**src/hdl/gdsc_pkg.sv**
```systemverilog
// Shared types, constants and an arithmetic helper for the glyph drop shadow compositor.
package gdsc_pkg;

  localparam int MAX_GLYPH_WIDTH  = 1024;
  localparam int MAX_GLYPH_HEIGHT = 256;
  localparam int ROW_DEPTH        = MAX_GLYPH_WIDTH + 2;

  localparam int COL_W   = 11;
  localparam int ROW_W   = 9;
  localparam int ADDR_W  = $clog2(ROW_DEPTH);
  localparam int PADDR_W = 5;
  localparam int PDATA_W = 32;

  localparam logic [COL_W-1:0] MAX_W_VAL = COL_W'(MAX_GLYPH_WIDTH);
  localparam logic [ROW_W-1:0] MAX_H_VAL = ROW_W'(MAX_GLYPH_HEIGHT);

  typedef enum logic [2:0] {
    REG_WIDTH  = 3'd0,
    REG_HEIGHT = 3'd1,
    REG_RED    = 3'd2,
    REG_GREEN  = 3'd3,
    REG_BLUE   = 3'd4
  } reg_idx_t;

  typedef struct packed {
    logic [COL_W-1:0] glyph_width;
    logic [ROW_W-1:0] glyph_height;
    logic [7:0]       font_red;
    logic [7:0]       font_green;
    logic [7:0]       font_blue;
  } cfg_t;

  typedef struct packed {
    logic [7:0] glyph;
    logic [7:0] shadow;
    logic       last;
  } slot_t;

  // Exact floor(p / 255) for any product of two bytes.
  function automatic logic [7:0] div255(input logic [15:0] p);
    logic [16:0] t;
    t = {1'b0, p} + {9'd0, p[15:8]} + 17'd1;
    return t[15:8];
  endfunction

endpackage

```
**src/hdl/gdsc_regs.sv**
```systemverilog
// Configuration register file with an APB-style write and read port.
module gdsc_regs (
  input  logic                           clk,
  input  logic                           rst,
  input  logic                           psel,
  input  logic                           penable,
  input  logic                           pwrite,
  input  logic [gdsc_pkg::PADDR_W-1:0]   paddr,
  input  logic [gdsc_pkg::PDATA_W-1:0]   pwdata,
  output logic [gdsc_pkg::PDATA_W-1:0]   prdata,
  output logic                           pready,
  output gdsc_pkg::cfg_t                 cfg
);

  logic       wr_en;
  logic [2:0] idx;

  assign pready = 1'b1;
  assign wr_en  = psel && penable && pwrite;
  assign idx    = paddr[4:2];

  always_ff @(posedge clk) begin
    if (rst) begin
      cfg.glyph_width  <= gdsc_pkg::COL_W'(1);
      cfg.glyph_height <= gdsc_pkg::ROW_W'(1);
      cfg.font_red     <= 8'd0;
      cfg.font_green   <= 8'd0;
      cfg.font_blue    <= 8'd0;
    end else if (wr_en) begin
      case (idx)
        gdsc_pkg::REG_WIDTH:  cfg.glyph_width  <= pwdata[gdsc_pkg::COL_W-1:0];
        gdsc_pkg::REG_HEIGHT: cfg.glyph_height <= pwdata[gdsc_pkg::ROW_W-1:0];
        gdsc_pkg::REG_RED:    cfg.font_red     <= pwdata[7:0];
        gdsc_pkg::REG_GREEN:  cfg.font_green   <= pwdata[7:0];
        gdsc_pkg::REG_BLUE:   cfg.font_blue    <= pwdata[7:0];
        default: ;
      endcase
    end
  end

  always_comb begin
    case (idx)
      gdsc_pkg::REG_WIDTH:  prdata = gdsc_pkg::PDATA_W'(cfg.glyph_width);
      gdsc_pkg::REG_HEIGHT: prdata = gdsc_pkg::PDATA_W'(cfg.glyph_height);
      gdsc_pkg::REG_RED:    prdata = gdsc_pkg::PDATA_W'(cfg.font_red);
      gdsc_pkg::REG_GREEN:  prdata = gdsc_pkg::PDATA_W'(cfg.font_green);
      gdsc_pkg::REG_BLUE:   prdata = gdsc_pkg::PDATA_W'(cfg.font_blue);
      default:              prdata = '0;
    endcase
  end

endmodule

```
**config.mk**
```make
export PLATFORM = sky130hd
export DESIGN_NAME = gdsc_regs
export DESIGN_NICKNAME = d
export VERILOG_FILES = /design/src/hdl/gdsc_pkg.sv /design/src/hdl/gdsc_regs.sv
export SDC_FILE = /design/constraint.sdc
export NUM_CORES = 1
export LEC_CHECK = 0
export BUFFER_PORTS_ARGS = -buffer_cell sky130_fd_sc_hd__buf_4
export CELL_PAD_IN_SITES_DETAIL_PLACEMENT = 0
export CELL_PAD_IN_SITES_GLOBAL_PLACEMENT = 2
export CORE_MARGIN = 5
export CORE_UTILIZATION = 26
export DETAILED_ROUTE_END_ITERATION = 6
export HOLD_SLACK_MARGIN = 0.03
export PLACE_DENSITY_LB_ADDON = 0.05
export SYNTH_ARGS = -nofsm -noshare
export SYNTH_HDL_FRONTEND = slang
export SYNTH_SLANG_ARGS = --single-unit
```
**constraint.sdc**
```tcl
create_clock -name clk -period 1.35 [get_ports clk]
set_input_delay 0.135 -clock clk [delete_from_list [all_inputs] [get_ports clk]]
set_output_delay 0.135 -clock clk [all_outputs]
set_load 0.005 [all_outputs]
```
==> impl_metrics.toml <==
[outcome]
status = "complete, but fails checks"
failed_checks = "setup timing"

[logic_synthesis]
synthDominantCellAreaShare = 0.376
synth.largest_area_cell = "dfxtp_1"
synthesis.area_um2 = 2340
ys.warnings.count = 0
synth_top_cells_by_area = "dfxtp_1 38%, mux2i_1 18%, nand2b_1 13%"
synth.yosys.seq_area_share = 0.376
synth_cells = 239
ys_ff_latch = 44
synth.distinct_cells = 28
syn_area_per_cell_um2 = 9.80

[setup_path]
worst-endpoint-arrival_ps = 1260
worst_endpoint_required_time_ps = 1220
path_max_fanout = 2
setup.worst_path.class = "register to output port"
startpoint_type = "register"
critPathCaptureType = "output port"

[cells_and_area]
area_used_by_multi_input_combinational_logic_um2 = 1360
num-fill-cells = 918
final-instance-count-excl-fill = 451
layout.area.seq_um2 = 902
finalNetCount = 384
area_of_all_placed_cells_without_fillers_um2 = 3390
largest_register_ff_count = 44
largest-register = "cfg"
layout-area-overhead-vs-synth_pct = 44.9
reg.largest.list = "cfg: 44 flops"
layout-drive-gt1-share = 0.484
antenna-diode-count = 0

[detailed_routing]
wl_per_cell_um = 16.1
dr_vias = 1984
totalWireLength_um = 7260
post-route-drc-count = 0
detailedRoute.firstIterationViolations = 87
drtPass1Iterations = 4
drt-vias-per-instance = 4.40
residual_antenna_violating_net_count_after_detailed_routing = 0

[floorplan]
core_area_um2 = 8760
initial_core_util = 0.267
ios = 119
die_x_um = 105
die-height_um = 105
rows = 34
die_area_um2 = 11000

[global_route]
grt-ovfl-total = 0
via_count_of_the_first_global_routing_pass = 2093
grt.total_usage = 0.129
grt_pass1_wl_um = 11500
grt_max_degree = 27
antenna_found_initial = 0

[clock_network]
clock_tree.htree_level_count = 2
insertion_delay_ps = 290
cts_made_buffers = 5
cts_root_buf = "clkbuf_8"
cts_tree = "built"
path_clk_slew_ps = 80
clkSinkCount = 44
clock_path_buffers = 2

[timing]
hold_ws_ps = 94.2
post-route-worst-setup-slack_ps = -49.3
setup_tns_ps = -203
rsz_0062_raised_after_global_routing = "yes"
layout_min_cycle_time_ps = 1400
clock_skew_ps = 0
hold_violation_total_from_the_final_report = 0
timing.final.crit_share = 1.04
fmax_mhz = 715
setup_violations = 8
finalMaxSlewViolations = 0

[pwr]
power_density_nw_per_um2 = 736
cellLeakagePower_nw = 1.68
report.power.total_w = 0.00250
vdd.ir_drop.worst_uv = 349

[run]
maxcap_violations = 0

[hold_path]
worstHoldPathType = "primary input to register"

[place]
gp_congestion = 0.684
buffer_ports.inserted = 73
numPlacedInstances = 426
placed_area_um2 = 3070
dpl.hpwl_um = 5450
==> kinds of logic (layout without fill, tap and decap cells) <==
group / Yosys count / count (layout) / share of synthesized area
flip-flops: 44 / 44 / 0.376
AO/OA/AOI/OAI: 28 / 28 / 0.0817
AND/OR/NAND/NOR: 73 / 73 / 0.203
multiplexers: 51 / 51 / 0.222
buffers and inverters: 41 / 125 / 0.114
other: 2 / 22 / 0.00321
==> critical path, stage by stage, from the launching register on <==
cell	delay, ps
dfxtp_2	330
mux2_4	260
a22oi_2	130
o22ai_2	100
buf_4	140
==> synth_stat cells <==
cell type / number
a21oi_1: 3
a22oi_1: 14
a31oi_1: 1
and2_1: 2
and3_1: 3
and3b_1: 1
and4b_1: 1
buf_2: 3
buf_4: 23
buf_6: 3
clkbuf_1: 11
conb_1: 2
dfxtp_1: 44
inv_2: 1
mux2_2: 8
mux2i_1: 43
nand2_2: 1
nand2b_1: 49
nand3_1: 3
nand3_2: 2
nand4b_4: 1
nor2_1: 4
nor2b_1: 2
nor3_1: 2
nor3_2: 1
o22ai_1: 8
o31ai_1: 2
or3_1: 1
==> stage by stage <==
step / worst slack [ps] / utilization
after floorplan: 242 / -
after global placement: -9.11 / 0.350
after detailed placement: 2.95 / 0.350
after CTS: -57.6 / 0.382
after global routing: -120 / 0.387
final: -49.3 / 0.387
==> repair_timing <==
action	4_1_cts	5_1_grt
setup buffers	15	2
hold buffers	0	0
gates resized for setup	27	7
cloned	0	0
endpoints found under the setup margin	8	8
pin swaps	11	5
==> per-layer routing <==
| metal | wire (um) | global-route usage | vias to the layer above | part of all wire |
|---|---|---|---|---|
| met5 | 0 | 0 | - | 0 |
| met4 | 66 | 0.0301 | 0 | 0.0091 |
| met3 | 401 | 0.0327 | 6 | 0.055 |
| met2 | 3160 | 0.202 | 61 | 0.44 |
| met1 | 3620 | 0.179 | 925 | 0.50 |
| li1 | - | - | 992 | - |
==> where the power goes <==
group | total, W | switching, W | internal, W
Combinational | 0.000304 | 0.000159 | 0.000146
Clock | 0.000881 | 0.000462 | 0.000419
Sequential | 0.00131 | 0.00000727 | 0.00131
Total | 0.00250 | 0.000628 | 0.00187
==> cell type report <==
cell class,count,share of cell area
clock buffer,8,0.0265
inverter,1,0.00111
multi-input combinational,174,0.399
sequential,44,0.266
tap,108,0.0398
timing repair buffer,116,0.268
==> placed cells by master (no fill, tap or decap), types with 4 or more instances in the layout <==
master / count
buf_4: 113
nand2b_1: 49
mux2i_1: 43
dfxtp_1: 27
conb_1: 22
dfxtp_2: 17
a22oi_1: 7
a22oi_2: 7
clkbuf_8: 6
o22ai_2: 5
mux2_2: 4
nor2_1: 4
mux2_4: 4
==> path summary, 6_finish.rpt <==
kind	depth (start not counted)	slack (ps)	end	start
setup / recovery	4	-50	prdata[5]	cfg[21]
hold / removal	3	90	cfg[42]	pwdata[9]
hold reg to reg	2	480	cfg[43]	cfg[43]
setup reg to reg	3	630	cfg[20]	cfg[20]
Power figures use the tool's default switching activity.
