[config.mk]
export PLATFORM = sky130hd
export DESIGN_NAME = gdsc_back
export DESIGN_NICKNAME = d
export VERILOG_FILES = /design/src/hdl/gdsc_pkg.sv /design/src/hdl/gdsc_back.sv
export SDC_FILE = /design/constraint.sdc
export NUM_CORES = 1
export LEC_CHECK = 0
export BUFFER_PORTS_ARGS = -buffer_cell sky130_fd_sc_hd__buf_2
export CORE_MARGIN = 2
export CORE_UTILIZATION = 60
export CTS_BUF_LIST = sky130_fd_sc_hd__clkbuf_4 sky130_fd_sc_hd__clkbuf_8
export DETAILED_ROUTE_END_ITERATION = 7
export HOLD_SLACK_MARGIN = 0.1
export MAX_ROUTING_LAYER = met4
export PLACE_DENSITY = 0.87
export SYNTH_ARGS = -nofsm -noshare
export SYNTH_HDL_FRONTEND = slang
export SYNTH_SLANG_ARGS = --single-unit
[constraint.sdc]
create_clock -name clk -period 9.9 [get_ports clk]
set_clock_uncertainty 0.05 [all_clocks]
set_input_delay 0.495 -clock clk [delete_from_list [all_inputs] [get_ports clk]]
set_output_delay 0.495 -clock clk [all_outputs]
set_load 0.01 [all_outputs]
[src/hdl/gdsc_pkg.sv]
// Shared types, constants and an arithmetic helper for the glyph drop shadow compositor.
package gdsc_pkg;

  localparam int MAX_GLYPH_WIDTH  = 1024;
  localparam int MAX_GLYPH_HEIGHT = 256;
  localparam int ROW_DEPTH        = MAX_GLYPH_WIDTH + 2;

  localparam int COL_W   = 11;
  localparam int ROW_W   = 9;
  localparam int ADDR_W  = $clog2(ROW_DEPTH);
  localparam int PADDR_W = 5;
  localparam int PDATA_W = 32;

  localparam logic [COL_W-1:0] MAX_W_VAL = COL_W'(MAX_GLYPH_WIDTH);
  localparam logic [ROW_W-1:0] MAX_H_VAL = ROW_W'(MAX_GLYPH_HEIGHT);

  typedef enum logic [2:0] {
    REG_WIDTH  = 3'd0,
    REG_HEIGHT = 3'd1,
    REG_RED    = 3'd2,
    REG_GREEN  = 3'd3,
    REG_BLUE   = 3'd4
  } reg_idx_t;

  typedef struct packed {
    logic [COL_W-1:0] glyph_width;
    logic [ROW_W-1:0] glyph_height;
    logic [7:0]       font_red;
    logic [7:0]       font_green;
    logic [7:0]       font_blue;
  } cfg_t;

  typedef struct packed {
    logic [7:0] glyph;
    logic [7:0] shadow;
    logic       last;
  } slot_t;

  // Exact floor(p / 255) for any product of two bytes.
  function automatic logic [7:0] div255(input logic [15:0] p);
    logic [16:0] t;
    t = {1'b0, p} + {9'd0, p[15:8]} + 17'd1;
    return t[15:8];
  endfunction

endpackage

[src/hdl/gdsc_back.sv]
// Back end: shadow and glyph compositing into the registered output word.
module gdsc_back (
  input  logic             clk,
  input  logic             rst,
  input  gdsc_pkg::cfg_t   cfg,
  input  logic             in_valid,
  output logic             in_ready,
  input  gdsc_pkg::slot_t  in_slot,
  output logic             out_valid,
  input  logic             out_ready,
  output logic [31:0]      out_data,
  output logic             out_last
);

  logic [7:0]  g, s;
  logic [7:0]  b, gr, r, a;
  logic [15:0] pb, pg, pr, pa;
  logic        load;

  assign in_ready = !out_valid || out_ready;
  assign load     = in_valid && in_ready;
  assign g        = in_slot.glyph;
  assign s        = in_slot.shadow;

  always_comb begin
    pb = 16'(cfg.font_blue) * 16'(g);
    pg = 16'(cfg.font_green) * 16'(g);
    pr = 16'(cfg.font_red) * 16'(g);
    pa = 16'(8'd255 - g) * 16'(s);
    if (g == 8'd0) begin
      if (s == 8'd0) begin
        b = cfg.font_blue;  gr = cfg.font_green;  r = cfg.font_red;  a = 8'd0;
      end else begin
        b = 8'd0;  gr = 8'd0;  r = 8'd0;  a = s;
      end
    end else if (s == 8'd0) begin
      b = cfg.font_blue;  gr = cfg.font_green;  r = cfg.font_red;  a = g;
    end else begin
      b  = gdsc_pkg::div255(pb);
      gr = gdsc_pkg::div255(pg);
      r  = gdsc_pkg::div255(pr);
      a  = 8'(g + gdsc_pkg::div255(pa));
    end
  end

  always_ff @(posedge clk) begin
    if (rst) begin
      out_valid <= 1'b0;
    end else if (in_ready) begin
      out_valid <= in_valid;
    end
  end

  always_ff @(posedge clk) begin
    if (load) begin
      out_data <= {a, r, gr, b};
      out_last <= in_slot.last;
    end
  end

endmodule

==> results.yml <==
clocking:
  worst_skew_pair_latency_ns: 0.32
  cts_tree: "built"
  post_cts_repair_setup_buffers: 0
  clock_sinks: 34
  ctsHtreeMaxLevel: 2
  cts_inserted_buffers: 5
  cts-hold-fix-buffers: 0
  max-clock-path-buffers: 2
  clk_transition_reported_paths_ns: 0.09
  cts_root_buffer: "sky130_fd_sc_hd__clkbuf_8"
  cts.repair.resized: 0
synthesis:
  synth_compound_area_frac: 0.120
  synth.net_count: 1698
  netlist_top_cells_count: "214 x sky130_fd_sc_hd__inv_1, 179 x sky130_fd_sc_hd__ha_1, 149 x sky130_fd_sc_hd__nand2_1"
  synth.ff_latch_count: 34
  synth_top_cell_area_share: 0.257
  yosys.area_share.adder: 0.453
  multiplexer_fraction_of_the_synthesized_cell_area: 0.00264
  yosys.cell_count.top_type: "sky130_fd_sc_hd__inv_1"
  synth_seq_area_share: 0.0888
  syn-instance-count: 1308
  synthXorXnorAreaFrac: 0.0624
  syn_area_per_cell_um2: 8.71
  synth.distinct_cells: 70
  synth_top_cells_by_area: "sky130_fd_sc_hd__fa_1 26%, sky130_fd_sc_hd__ha_1 20%, sky130_fd_sc_hd__edfxtp_1 8.7%"
  yosys_warnings: 0
  async_set_or_reset_flop_fraction_in_the_synthesized_netlist: 0
  synth_simple_gate_area_share: 0.186
  main_combinational_cell_family_by_area_after_synthesis: "adder cells"
  number_of_flops_mapped_to_enable_cells_by_yosys: 33
  synth_ff_type: "sky130_fd_sc_hd__edfxtp_1"
  yosys.area.top_type: "sky130_fd_sc_hd__fa_1"
  syn-cell-area_mm2: 0.0114
critical_path:
  max_stage_delay_ns: 0.55
  criticalPathCategory: "primary input to flip-flop"
  cp_top_family: "adder cells"
  worstReg2RegEnd: "out_data[3]"
  rrSetupSlack_ns: 8.26
  rr_startpoint: "out_valid"
  setup.worst_path.start: "in_slot[13]"
  cp_data_required_time_ns: 9.93
  crit_fanout: 17
  endpoint_kind: "flip-flop"
  cp_num_cells: 31
  timing.critical_path.arrival_ns: 8.57
  critical-path-top-cell-by-count: "sky130_fd_sc_hd__fa_1"
  r2r_cells: 2
  critical_path.endpoint: "out_data[31]"
  start_kind: "primary input"
  crit_slowest_cell: "sky130_fd_sc_hd__fa_1"
  cp.buffers_inverters: 4
drt:
  drt-initial-drc-count: 701
  antenna_violating_nets_post_route: 0
  vias_per_cell: 5.90
  routed-via-count: 9405
  wl_per_cell_um: 16.9
  postRouteWirelength_mm: 26.9
  drc: 0
  drt-pass1-iter-count: 5
cells_and_area:
  synthToLayoutAreaGrowth_pct: 6.32
  final-instance-count-excl-fill: 1594
  drive_gt1_frac: 0.0839
  fillers: 1495
  layout.core_utilization: 0.649
  finish.net_count: 1748
  multi_input_logic_area_mm2: 0.00939
  seq_area_mm2: 0.00101
die:
  die_w_um: 142
  num_rows: 50
  io_pins: 100
  fp.dieH_um: 142
  start_util: 0.611
  fp.dieArea_mm2: 0.0201
  core_box_area_mm2: 0.0186
sta:
  max-slew-margin-rel: 0.197
  min_period_over_period: 0.863
  setup_total_negative_slack_ns: 0
  fmaxAchievable_mhz: 117
  worst_pin_slew_ns: 1.20
  report.final.hold_viol_count: 0
  fin_hold_ws_ns: 0.256
  setup_viol: 0
  drv_slew: 0
  period_needed_ns: 8.54
  setup_repair_after_global_routing_missed_its_margin: "false"
placement:
  portbufs: 79
  gpl.final_weighted_congestion: 0.916
  place_inst: 1585
  post-dp-hpwl_mm: 21.1
grt:
  grt_pass1_wl_mm: 45.1
  grt_max_degree: 40
  overflow: 0
  grt_usage: 0.287
  number_of_antenna_violations_at_the_first_check_in_global_routing: 2
  first_global_vias: 9720
power:
  p_per_area_mw_per_mm2: 286
  worst_vdd_drop_mv: 0.242
  static-leakage-power_nw: 6.11
hold_path:
  whs_path_depth: 2
  hold_start: "rst"
  hp-class: "primary input to flip-flop"
flow_run:
  timing.max_cap.violations: 0
status:
  run_status: "finished clean"
## how the worst min path moves through the flow
stage | slack [ns] | endpoint
2_1_floorplan | 0.51 | out_valid
3_3_place_gp | 0.43 | out_valid
3_5_place_dp | 0.46 | out_valid
4_1_cts | 0.24 | out_valid
5_1_grt | 0.25 | out_valid
6_report | 0.26 | out_valid
## layout by cell type (no fill, tap or decap), types with 10 or more instances in the layout
cell type	n
sky130_fd_sc_hd__edfxtp_1	33
sky130_fd_sc_hd__nor2_1	40
sky130_fd_sc_hd__nand3_1	12
sky130_fd_sc_hd__fa_1	146
sky130_fd_sc_hd__o21ai_0	45
sky130_fd_sc_hd__nand2b_1	24
sky130_fd_sc_hd__nor2b_1	50
sky130_fd_sc_hd__o211ai_1	16
sky130_fd_sc_hd__xor2_1	23
sky130_fd_sc_hd__nor3_1	12
sky130_fd_sc_hd__a21oi_1	40
sky130_fd_sc_hd__inv_1	214
sky130_fd_sc_hd__and2_1	99
sky130_fd_sc_hd__xnor2_1	53
sky130_fd_sc_hd__ha_1	179
sky130_fd_sc_hd__nand2_1	149
sky130_fd_sc_hd__buf_4	10
sky130_fd_sc_hd__buf_2	79
sky130_fd_sc_hd__a21o_1	14
## kinds of logic (layout without fill, tap and decap cells)
| logic type | after synthesis | in the layout |
|---|---|---|
| AND/OR/NAND/NOR | 415 | 415 |
| adder cells (fa/ha/maj) | 325 | 325 |
| buffers and inverters | 260 | 311 |
| AO/OA/AOI/OAI | 193 | 193 |
| XOR/XNOR | 78 | 78 |
| flip-flops | 34 | 34 |
| multiplexers | 3 | 3 |
| other | 0 | 1 |
## report_power, final
part / internal, mW / switching, mW / total (mW)
combinational: 1.27 / 1.68 / 2.95
clock: 0.101 / 0.0745 / 0.176
sequential: 0.313 / 0.0141 / 0.327
## cell type report
type,count,area share
antenna,1,0.000207
multi-input combinational,1014,0.776
clock buffer,5,0.00568
tap,234,0.0242
sequential,34,0.0835
clock inverter,3,0.00568
inverter,214,0.0663
timing repair buffer,89,0.0389
## routing by layer
layer  vias up  global-route usage  share of wire
met5         -                   -              0
met4         0               0.111          0.031
met3        79              0.0364          0.067
met2       343               0.492           0.50
met1      4629               0.349           0.40
li1       4354                   -              -
## flip-flops by register name, summed over array words and instances, names as in the netlist
signal	count
out_valid	1
out_last	1
out_data	32
## metrics by stage
step	cell area [um2]	total power, mW	setup slack (ns)
3_3_place_gp	12000	3.13	1.12
2_1_floorplan	11400	2.65	1.66
5_1_grt	12100	3.85	0.878
4_1_cts	12100	3.44	1.39
3_5_place_dp	12000	3.24	1.06
6_report	12100	3.46	1.36
No activity file was read; power rests on OpenSTA's default activity.
