==> src/hdl/gdsc_pkg.sv <==
// Shared types, constants and an arithmetic helper for the glyph drop shadow compositor.
package gdsc_pkg;

  localparam int MAX_GLYPH_WIDTH  = 1024;
  localparam int MAX_GLYPH_HEIGHT = 256;
  localparam int ROW_DEPTH        = MAX_GLYPH_WIDTH + 2;

  localparam int COL_W   = 11;
  localparam int ROW_W   = 9;
  localparam int ADDR_W  = $clog2(ROW_DEPTH);
  localparam int PADDR_W = 5;
  localparam int PDATA_W = 32;

  localparam logic [COL_W-1:0] MAX_W_VAL = COL_W'(MAX_GLYPH_WIDTH);
  localparam logic [ROW_W-1:0] MAX_H_VAL = ROW_W'(MAX_GLYPH_HEIGHT);

  typedef enum logic [2:0] {
    REG_WIDTH  = 3'd0,
    REG_HEIGHT = 3'd1,
    REG_RED    = 3'd2,
    REG_GREEN  = 3'd3,
    REG_BLUE   = 3'd4
  } reg_idx_t;

  typedef struct packed {
    logic [COL_W-1:0] glyph_width;
    logic [ROW_W-1:0] glyph_height;
    logic [7:0]       font_red;
    logic [7:0]       font_green;
    logic [7:0]       font_blue;
  } cfg_t;

  typedef struct packed {
    logic [7:0] glyph;
    logic [7:0] shadow;
    logic       last;
  } slot_t;

  // Exact floor(p / 255) for any product of two bytes.
  function automatic logic [7:0] div255(input logic [15:0] p);
    logic [16:0] t;
    t = {1'b0, p} + {9'd0, p[15:8]} + 17'd1;
    return t[15:8];
  endfunction

endpackage

==> src/hdl/gdsc_queue.sv <==
// Two-entry queue of classified slots between the front and back ends.
module gdsc_queue (
  input  logic             clk,
  input  logic             rst,
  input  logic             push,
  input  gdsc_pkg::slot_t  push_slot,
  output logic             push_ready,
  output logic             pop_valid,
  output gdsc_pkg::slot_t  pop_slot,
  input  logic             pop_ready
);

  gdsc_pkg::slot_t entries [2];
  logic       wr_ptr;
  logic       rd_ptr;
  logic [1:0] count, count_next;
  logic       do_push;
  logic       do_pop;

  assign push_ready = (count != 2'd2);
  assign pop_valid  = (count != 2'd0);
  assign pop_slot   = entries[rd_ptr];
  assign do_push    = push && push_ready;
  assign do_pop     = pop_valid && pop_ready;

  always_comb begin
    count_next = count;
    if (do_push && !do_pop) begin
      count_next = count + 2'd1;
    end else if (do_pop && !do_push) begin
      count_next = count - 2'd1;
    end
  end

  always_ff @(posedge clk) begin
    if (rst) begin
      wr_ptr <= 1'b0;
      rd_ptr <= 1'b0;
      count  <= 2'd0;
    end else begin
      count <= count_next;
      if (do_push) begin
        wr_ptr <= ~wr_ptr;
      end
      if (do_pop) begin
        rd_ptr <= ~rd_ptr;
      end
    end
  end

  always_ff @(posedge clk) begin
    if (do_push) begin
      entries[wr_ptr] <= push_slot;
    end
  end

  a_ptr_count: assert property (@(posedge clk) disable iff (rst)
    (count == 2'd0 || count == 2'd2) |-> wr_ptr == rd_ptr)
    else $error("queue pointers disagree with the fill count");

endmodule

==> config.mk <==
export PLATFORM = sky130hd
export DESIGN_NAME = gdsc_queue
export DESIGN_NICKNAME = d
export VERILOG_FILES = /design/src/hdl/gdsc_pkg.sv /design/src/hdl/gdsc_queue.sv
export SDC_FILE = /design/constraint.sdc
export NUM_CORES = 1
export LEC_CHECK = 0
export BUFFER_PORTS_ARGS = -buffer_cell sky130_fd_sc_hd__clkbuf_2
export CAP_MARGIN = 10
export CORE_MARGIN = 5
export CORE_UTILIZATION = 30
export DETAILED_ROUTE_END_ITERATION = 10
export PLACE_DENSITY = 0.56
export SYNTH_ARGS = -nofsm -noshare
export SYNTH_HDL_FRONTEND = slang
export SYNTH_SLANG_ARGS = --single-unit
==> constraint.sdc <==
create_clock -name clk -period 1.7 [get_ports clk]
set_clock_uncertainty 0.15 [all_clocks]
set_input_delay 0.085 -clock clk [delete_from_list [all_inputs] [get_ports clk]]
set_output_delay 0.085 -clock clk [all_outputs]
set_load 0.02 [all_outputs]
==> flow_metrics.tcl, run 1 <==
set metrics [dict create \
    cts.sinks 39 \
    area_growth_pct 43.6 \
    fin_crit_sh 0.948 \
    switching_share 0.298 \
    syn_nets 99 \
    drive_gt1_frac 0.517 \
    route.vias.total 884 \
    ant_nets 0 \
    p_clk_frac 0.249 \
    cp-start-kind "flop" \
    endpoint "count[1]" \
    totalPowerFinal_mw 2.96 \
    wire_per_inst_um 13.9 \
    worstSetupPathType "reg -> reg" \
    clk_latency_ns 0.28 \
    fp.dieH_um 79.5 \
    post_cts_buffers 0 \
    clk_pin_slew_worst_paths_ns 0.07 \
    fmaxAchievable_mhz 620 \
    min_period_ns 1.61 \
    die_area_mm2 0.00631 \
    grt_overflow 0 \
    core_mm2 0.00469 \
    first_iter_violations 51 \
    hold_slack_ns 0.220 \
    arrival_ns 1.67 \
    power.share.sequential 0.427 \
    power.density_mw_per_mm2 1420 \
    rrSetupSlack_ns 0.09 \
    switchingPower_mw 0.881 \
    r2r_start "count[0]" \
    grt_usage 0.0983 \
    relSlewSlack 0.806 \
    critPathCaptureType "flop" \
    ys_seq_area_frac 0.774 \
    grt_max_degree 13 \
    row_count 25 \
    setup.worst_path.start "count[0]" \
    first_pass_iters 3 \
    final_max_slew_viol_count 0 \
    ir_drop_uv 616 \
    rsz0062_at_grt "no" \
    setup_tns_ns 0 \
    synth_top_area_frac 0.705 \
    setup_viol 0 \
    syn_inst 77 \
    synth_warnings 0 \
    r2r-end "count[1]" \
    min_path_type "in -> reg" \
    routabilityCongestion 0.634 \
    r2r_cells 6 \
    wl_um 2820 \
    cp_slowest_cell "dfxtp_2" \
    die-width_um 79.5 \
    netlist_area_mm2 0.00145 \
    h-tree-depth 2 \
    max_stage_delay_ns 0.34 \
    yosysTopAreaCell "edfxtp_1" \
    cp_max_fo 5 \
    io_pins 40 \
    synth_area_leaders "edfxtp_1 71%, mux2_2 13%, dfxtp_1 6.9%" \
    cts_buffers 5 \
    antenna_found_initial 0 \
    internal_power_mw 2.08 \
    grt_first_pass_wirelength_um 4560 \
    clk_path_buf_depth 2 \
    status "completed" \
    drt-vias-per-instance 4.35 \
    drc_errors 0 \
    worst_pin_slew_ns 0.288 \
    nNetsFinal 170 \
    hpwl_um 1970 \
    synth-seq-cells 39 \
    path_cells "nand2b_4 -> and2_1 -> ha_4 -> xor2_1 -> or3_1 -> a21oi_1" \
    start_util 0.309 \
    required_ns 1.76 \
    combinationalPowerShare 0.324 \
    hold_viol_final 0 \
    leakage_nw 0.824 \
    clock_tree.root_cell "clkbuf_8" \
    io_buffer_count 39 \
    cap_violations 0 \
    n_antenna_cell 0 \
    synth_cell_types 18 \
    synth_area_per_cell_um2 18.8 \
    grt_pass1_vias 968 \
    cts_tree "done" \
]
-- kinds of logic (layout without fill, tap and decap cells) --
logic type,count (synthesis),count (layout),share of synthesized area
AOI/OAI and AO/OA,5,5,0.0207
xor gates and xnor gates,3,3,0.0182
adders and majority gates,1,1,0.00864
buffers and inverters,3,75,0.0112
DFF,39,39,0.774
muxes,17,17,0.132
and+or+nand+nor,9,9,0.0346
-- per-stage QoR --
| stage | utilization | std cells | setup WS, ns | instance area [um^2] |
|---|---|---|---|---|
| floorplan | - | 77 | 0.0312 | 1460 |
| global placement | 0.376 | 176 | 0.0716 | 1770 |
| detailed placement | 0.376 | 176 | 0.0282 | 1770 |
| CTS | 0.440 | 203 | 0.00475 | 2060 |
| global route | 0.443 | 203 | 0.00630 | 2080 |
| finish | 0.443 | 203 | 0.0881 | 2080 |
-- routing by layer --
metal / vias up / GRT usage / part of all wire
li1: 430 / - / -
met1: 421 / 0.115 / 0.43
met2: 31 / 0.162 / 0.48
met3: 2 / 0.0395 / 0.077
met4: 0 / 0.0361 / 0.0053
met5: - / 0 / 0
-- critical path: cells and delay by family, from the launching register on --
| family | cells | cell delay (ns) |
|---|---|---|
| AND/OR/NAND/NOR | 3 | 0.63 |
| flip-flops | 1 | 0.34 |
| XOR/XNOR | 1 | 0.14 |
| adder cells (fa/ha/maj) | 1 | 0.16 |
| AO/OA/AOI/OAI | 1 | 0.12 |
-- cells in the mapped netlist --
cell type,number
inv_1,1
ha_1,1
buf_4,1
buf_2,1
or3_1,1
xor2_1,3
a21bo_2,1
and3_1,1
mux2_2,17
or2_2,1
dfxtp_1,5
o21ai_0,2
edfxtp_1,34
nand2b_1,1
and2_1,1
nand3b_1,1
a21oi_1,2
nor2_1,3
-- power groups by stage --
stage	clock (mW)	sequential (mW)	combinational [mW]
after floorplan	0	1.27	0.606
after CTS	0.761	1.26	0.955
final	0.736	1.26	0.959
after detailed placement	0	1.28	0.914
after global placement	0	1.27	0.895
after global routing	0.813	1.28	1.05
-- layout make-up --
type,instances,area (um^2)
Clock inverter,3,38.8
Tap cell,54,67.6
Sequential cell,39,1120
Multi-Input combinational cell,35,330
Timing Repair Buffer,66,445
Clock buffer,5,68.8
Inverter,1,3.75
Fill cell,430,2610
-- cell usage in the layout, fill, tap and decap left out, types with 2 or more instances in the layout --
cell	Yosys	routed
clkbuf_2	0	39
edfxtp_1	34	34
dlygate4sd3_1	0	19
mux2_2	17	17
buf_4	1	8
clkbuf_8	0	5
xor2_1	3	3
nor2_1	3	3
dfxtp_1	5	3
a21oi_1	2	2
dfxtp_2	0	2
-- sequential cells by signal, summed over array words and instances (netlist names), named ones only --
name     cells
count        2
rd_ptr       1
entries     34
wr_ptr       1
-- worst min-delay path by stage --
stage                        from        endpoint  slack [ns]  cells past startpoint
floorplan                     rst        count[1]       0.004                      1
global placement    push_slot[14]  entries[1][14]        0.13                      1
detailed placement  push_slot[10]  entries[0][10]        0.13                      1
CTS                     pop_ready          rd_ptr        0.14                      5
global route            pop_ready          rd_ptr        0.28                      5
finish                  pop_ready          rd_ptr        0.22                      5
-- repair_timing --
| action | 4_1_cts | 5_1_grt |
|---|---|---|
| setup endpoints to repair | 1 | 1 |
| gates cloned | 0 | 0 |
| hold buffers | 19 | 0 |
| pin swaps | 0 | 2 |
| hold endpoints to repair | 39 | 0 |
| resized for setup | 1 | 3 |
No activity file was read; power rests on OpenSTA's default activity.
==> inputs of run 2 (changes only) <==
Settings changed: ABC_AREA from default to 1, GPL_TIMING_DRIVEN from default to 0, PLACE_DENSITY 0.56 to 0.55.
==> flow_metrics.tcl, run 2 <==
set metrics [dict create \
    final_cell_mix "39 x clkbuf_2, 34 x edfxtp_1, 19 x dlygate4sd3_1" \
    rsz0062_at_grt "no" \
    syn_inst 90 \
    status "completed" \
    leakage_nw 0.871 \
    async_flop_share 0 \
    switching_share 0.291 \
    cts_buffers 5 \
    synth_area_per_cell_um2 16.9 \
    ant_nets 0 \
    wire_per_inst_um 12.6 \
    ys_seq_area_frac 0.737 \
    cp_max_fo 10 \
    drt-vias-per-instance 4.09 \
    synth_warnings 0 \
    grt_overflow 0 \
    fill_cells 497 \
    grt_usage 0.0946 \
    clk_latency_ns 0.28 \
    synth_edf_count 34 \
    crit_family "buffers and inverters" \
    n_antenna_cell 0 \
    route.vias.total 925 \
    largest-register "entries" \
    setup_viol 0 \
    synth_cell_types 14 \
    clock_tree.root_cell "clkbuf_8" \
    worstSetupPathType "reg -> out" \
    nNetsFinal 177 \
    combinationalPowerShare 0.311 \
    placed_area_mm2 0.00181 \
    wl_um 2840 \
    min_from "push" \
    synth_common_cells "34 x edfxtp_1, 10 x mux2_4, 9 x nand2_1, 8 x inv_1" \
    syn_nets 112 \
    antenna_found_initial 0 \
    area_growth_pct 42.1 \
    grt_pass1_vias 1024 \
    relSlewSlack 0.631 \
    worst_pin_slew_ns 0.552 \
    drc_errors 0 \
    pre_cts_ws_ns -0.263 \
    yosysTopAreaCell "edfxtp_1" \
    rrSetupSlack_ns 0.12 \
    r2r_start "count[0]" \
    io_pins 40 \
    required_ns 1.46 \
    die-width_um 81.2 \
    synth_area_leaders "edfxtp_1 67%, mux2_4 9.9%, dfxtp_1 6.6%" \
    max_stage_delay_ns 0.33 \
    first_iter_violations 22 \
    min_period_ns 1.60 \
    setup_ws_ns 0.0986 \
    final_max_slew_viol_count 0 \
    core_mm2 0.00501 \
    crit_buf_inv 3 \
    reg_top3 "entries: 34 flops, count: 2 flops" \
    first_pass_iters 4 \
    arrival_ns 1.37 \
    cp-start-kind "flop" \
    path_cells "buf_6 -> buf_12 -> mux2_4 -> clkbuf_2" \
    min_path_type "in -> reg" \
    grt_first_pass_wirelength_um 4570 \
    h-tree-depth 2 \
    ys.flop_type "edfxtp_1" \
    synth-seq-cells 39 \
    grt_max_degree 18 \
    internal_power_mw 2.22 \
    power.share.sequential 0.405 \
    final_cell_area_mm2 0.00216 \
    die_area_mm2 0.00659 \
    p_clk_frac 0.284 \
    switchingPower_mw 0.909 \
    start_util 0.303 \
    netlist_area_mm2 0.00152 \
    ir_drop_uv 653 \
    row_count 26 \
    power.density_mw_per_mm2 1450 \
    cts.sinks 39 \
    clk_pin_slew_worst_paths_ns 0.07 \
    fin_crit_sh 0.942 \
    hold_viol_final 0 \
    synth.most_common_cell "edfxtp_1" \
    routabilityCongestion 0.620 \
    clk_path_buf_depth 2 \
    synth_top_area_frac 0.672 \
    critPathCaptureType "output port" \
    fp.dieH_um 81.2 \
    largest_reg_flops 34 \
    drive_gt1_frac 0.449 \
    cts_tree "done" \
    cp_slowest_cell "dfxtp_1" \
    io_buffer_count 39 \
    fmaxAchievable_mhz 624 \
    layout_commonest_cell "clkbuf_2" \
    cap_violations 0 \
]
[run 2: layer usage]
layer / track usage / up-vias / part of all wire
met1: 0.102 / 433 / 0.40
met2: 0.169 / 33 / 0.51
met5: 0 / - / 0
met3: 0.0366 / 5 / 0.072
li1: - / 454 / -
met4: 0.0304 / 0 / 0.014
[run 2: path summary, 6_finish.rpt]
check,end,depth (start not counted)
worst max-delay path,pop_slot[0],4
worst min-delay path,wr_ptr,4
worst max register to register,entries[1][16],4
worst min register to register,flop,2
[run 2: metrics by stage]
step	power [mW]	hold slack, ns	cells	utilization	TNS, ns
final	3.13	0.0484	226	0.431	0
after global routing	3.30	0.0743	226	0.431	0
after CTS	3.15	0.0781	226	0.428	0
after detailed placement	2.20	0.130	199	0.361	-8.37
after global placement	2.16	0.127	199	0.361	-5.16
after floorplan	1.93	0.0339	90	-	-0.821
[run 2: cell type report]
class	instances	area [um^2]	area share
clock buffer	6	72.6	0.0336
inverter	8	30.0	0.0139
clock inverter	2	60.1	0.0278
sequential	39	1120	0.519
tap	70	87.6	0.0405
timing repair buffer	58	385	0.178
multi-input combinational	41	373	0.173
buffer	2	31.3	0.0145
[run 2: power groups by stage]
stage,sequential (mW),clock (mW),combinational (mW)
finish,1.27,0.889,0.973
global route,1.29,0.951,1.07
CTS,1.27,0.918,0.964
detailed placement,1.29,0,0.914
global placement,1.28,0,0.884
floorplan,1.27,0,0.661
[run 2: timing repair]
item	CTS	global route
hold buffers	19	0
setup buffers	0	0
resized for setup	3	3
endpoints found under the setup margin	34	1
hold endpoints to repair	39	0
pin swaps	0	0
[run 2: cell families after synthesis]
group           after synthesis  synth area share
buf+inv                      10            0.0403
fa+ha+maj                     1           0.00823
simple gates                 19            0.0502
flops                        39             0.737
mux                          17             0.151
compound gates                4            0.0132
[run 2: tightest hold or removal path: cells and delay by family]
family / cells / cell delay [ns]
buf+inv: 1 / 0.10
simple gates: 2 / 0.18
compound gates: 1 / 0.08
==> inputs of run 3 (changes only) <==
Settings changed: ABC_AREA 1 to default, PLACE_DENSITY 0.55 to 0.56.
==> flow_metrics.tcl, run 3 (synthesis results as in run 1) <==
set metrics [dict create \
    grt_overflow 0 \
    first_iter_violations 30 \
    rrSetupSlack_ns 0.02 \
    largest-register "entries" \
    cts_buffers 5 \
    largest_reg_flops 34 \
    wl_um 2770 \
    status "completed" \
    fin_crit_sh 0.986 \
    path_cells "nand2b_4 -> and2_1 -> ha_4 -> xor2_1 -> or3_1 -> a21oi_2" \
    core_mm2 0.00469 \
    p_clk_frac 0.211 \
    setup_ws_ns 0.0240 \
    fill_cells 428 \
    n_antenna_cell 0 \
    arrival_ns 1.74 \
    setup_viol 0 \
    io_buffer_count 39 \
    cap_violations 0 \
    pre_cts_ws_ns -0.214 \
    clk_pin_slew_worst_paths_ns 0.07 \
    switchingPower_mw 0.879 \
    final_max_slew_viol_count 0 \
    max_stage_delay_ns 0.35 \
    grt_pass1_vias 1006 \
    fmaxAchievable_mhz 597 \
    r2r_start "count[0]" \
    ir_drop_uv 648 \
    totalPowerFinal_mw 2.76 \
    ant_nets 0 \
    clock_tree.root_cell "clkbuf_8" \
    min_period_ns 1.68 \
    hpwl_um 1840 \
    worstSetupPathType "reg -> reg" \
    fp.dieH_um 79.5 \
    first_pass_iters 4 \
    row_count 25 \
    cp-start-kind "flop" \
    grt_first_pass_wirelength_um 4550 \
    worst_pin_slew_ns 0.440 \
    die-width_um 79.5 \
    seqCellArea_mm2 0.00112 \
    h-tree-depth 2 \
    grt_usage 0.0957 \
    cts_tree "done" \
    holdPathStages 4 \
    critPathCaptureType "flop" \
    r2r-end "count[1]" \
    reg_top3 "entries: 34 flops, count: 2 flops" \
    cp_slowest_cell "dfxtp_2" \
    rsz0062_at_grt "yes" \
    clk_path_buf_depth 2 \
    antenna_found_initial 0 \
    io_pins 40 \
    layout_commonest_cell "clkbuf_2" \
    final_cell_mix "39 x clkbuf_2, 34 x edfxtp_1, 19 x dlygate4sd3_1" \
    min_from "pop_ready" \
    wire_per_inst_um 14.1 \
    nNetsFinal 163 \
    internal_power_mw 1.88 \
    drt-vias-per-instance 4.40 \
    routabilityCongestion 0.626 \
    clk_latency_ns 0.28 \
    drive_gt1_frac 0.514 \
    post_cts_buffers 0 \
    power.density_mw_per_mm2 1370 \
    cp_max_fo 5 \
    min_path_type "in -> reg" \
    die_area_mm2 0.00631 \
    multi_input_area_um2 339 \
    combinationalPowerShare 0.330 \
    area_growth_pct 39.2 \
    dpl.cell_count 170 \
    r2r_cells 6 \
    route.vias.total 862 \
    grt_max_degree 18 \
    start_util 0.309 \
    leakage_nw 0.766 \
    switching_share 0.318 \
    relSlewSlack 0.706 \
    required_ns 1.77 \
    cts.sinks 39 \
    fin_cells 196 \
    drc_errors 0 \
    power.share.sequential 0.459 \
    hold_viol_final 0 \
]
[run 3: cell count changes in the layout (fill, tap and decap cells not counted), moves of 2 or more]
cell        delta
inv_1          -7
mux2_2        +10
mux2_4        -10
clkinv_1       +2
nand3_1        -2
nor2_4         -2
nand2_1        -8
nor2_1         -2
dfxtp_2        +2
dfxtp_1        -2
bufinv_16      -2
xor2_1         +3
clkinvlp_4     +2
[run 3: how the worst max path moves through the flow]
stage                  start  slack [ns]            end  cells past startpoint
floorplan           count[0]        0.03       count[1]                      5
global placement    count[0]       -0.13  entries[1][6]                      2
detailed placement  count[0]       -0.21  entries[1][5]                      2
CTS                     flop       0.005    pop_slot[0]                      4
global route        count[0]       -0.03       count[1]                      6
finish              count[0]        0.02       count[1]                      6
[run 3: through the flow]
stage | hold slack, ns | cell area [um^2] | TNS [ns] | util
6_report | 0.0413 | 2010 | 0 | 0.429
5_1_grt | 0.0763 | 2010 | -0.0290 | 0.429
4_1_cts | 0.0707 | 2010 | 0 | 0.428
3_5_place_dp | 0.131 | 1720 | -5.30 | 0.366
3_3_place_gp | 0.125 | 1720 | -2.87 | 0.366
2_1_floorplan | 0.00407 | 1460 | 0 | -
[run 3: timing repair]
item | 4_1_cts | 5_1_grt
endpoints found under the hold margin | 39 | 0
pin swaps | 2 | 0
setup endpoints to repair | 45 | 11
hold buffers | 19 | 0
resized for setup | 8 | 2
[run 3: final cells by class]
cell class              instances  share of cell area
well taps                      54              0.0335
multi-input cells              35               0.168
flip-flops and latches         39               0.558
plain buffers                   1             0.00373
clock inverters                 3             0.00745
repair buffers                 58               0.191
clock buffers                   5              0.0342
inverters                       1             0.00373
[run 3: metal layers]
layer	share of wire	global-route usage
met4	0.014	0.0361
met5	0	0
met3	0.073	0.0361
met2	0.50	0.173
met1	0.41	0.0996
[run 3: critical path, delay by kind of cell, from the launching register on]
| family | cells | cell delay, ns |
|---|---|---|
| fa+ha+maj | 1 | 0.16 |
| xor+xnor | 1 | 0.14 |
| flops | 1 | 0.35 |
| compound gates | 1 | 0.12 |
| simple gates | 3 | 0.68 |
[run 3: power by group through the flow]
stage	Sequential, mW	Clock [mW]	Combinational [mW]
3_5_place_dp	1.28	0	0.857
5_1_grt	1.28	0.658	0.990
2_1_floorplan	1.27	0	0.606
4_1_cts	1.27	0.620	0.925
3_3_place_gp	1.27	0	0.835
6_report	1.27	0.584	0.910
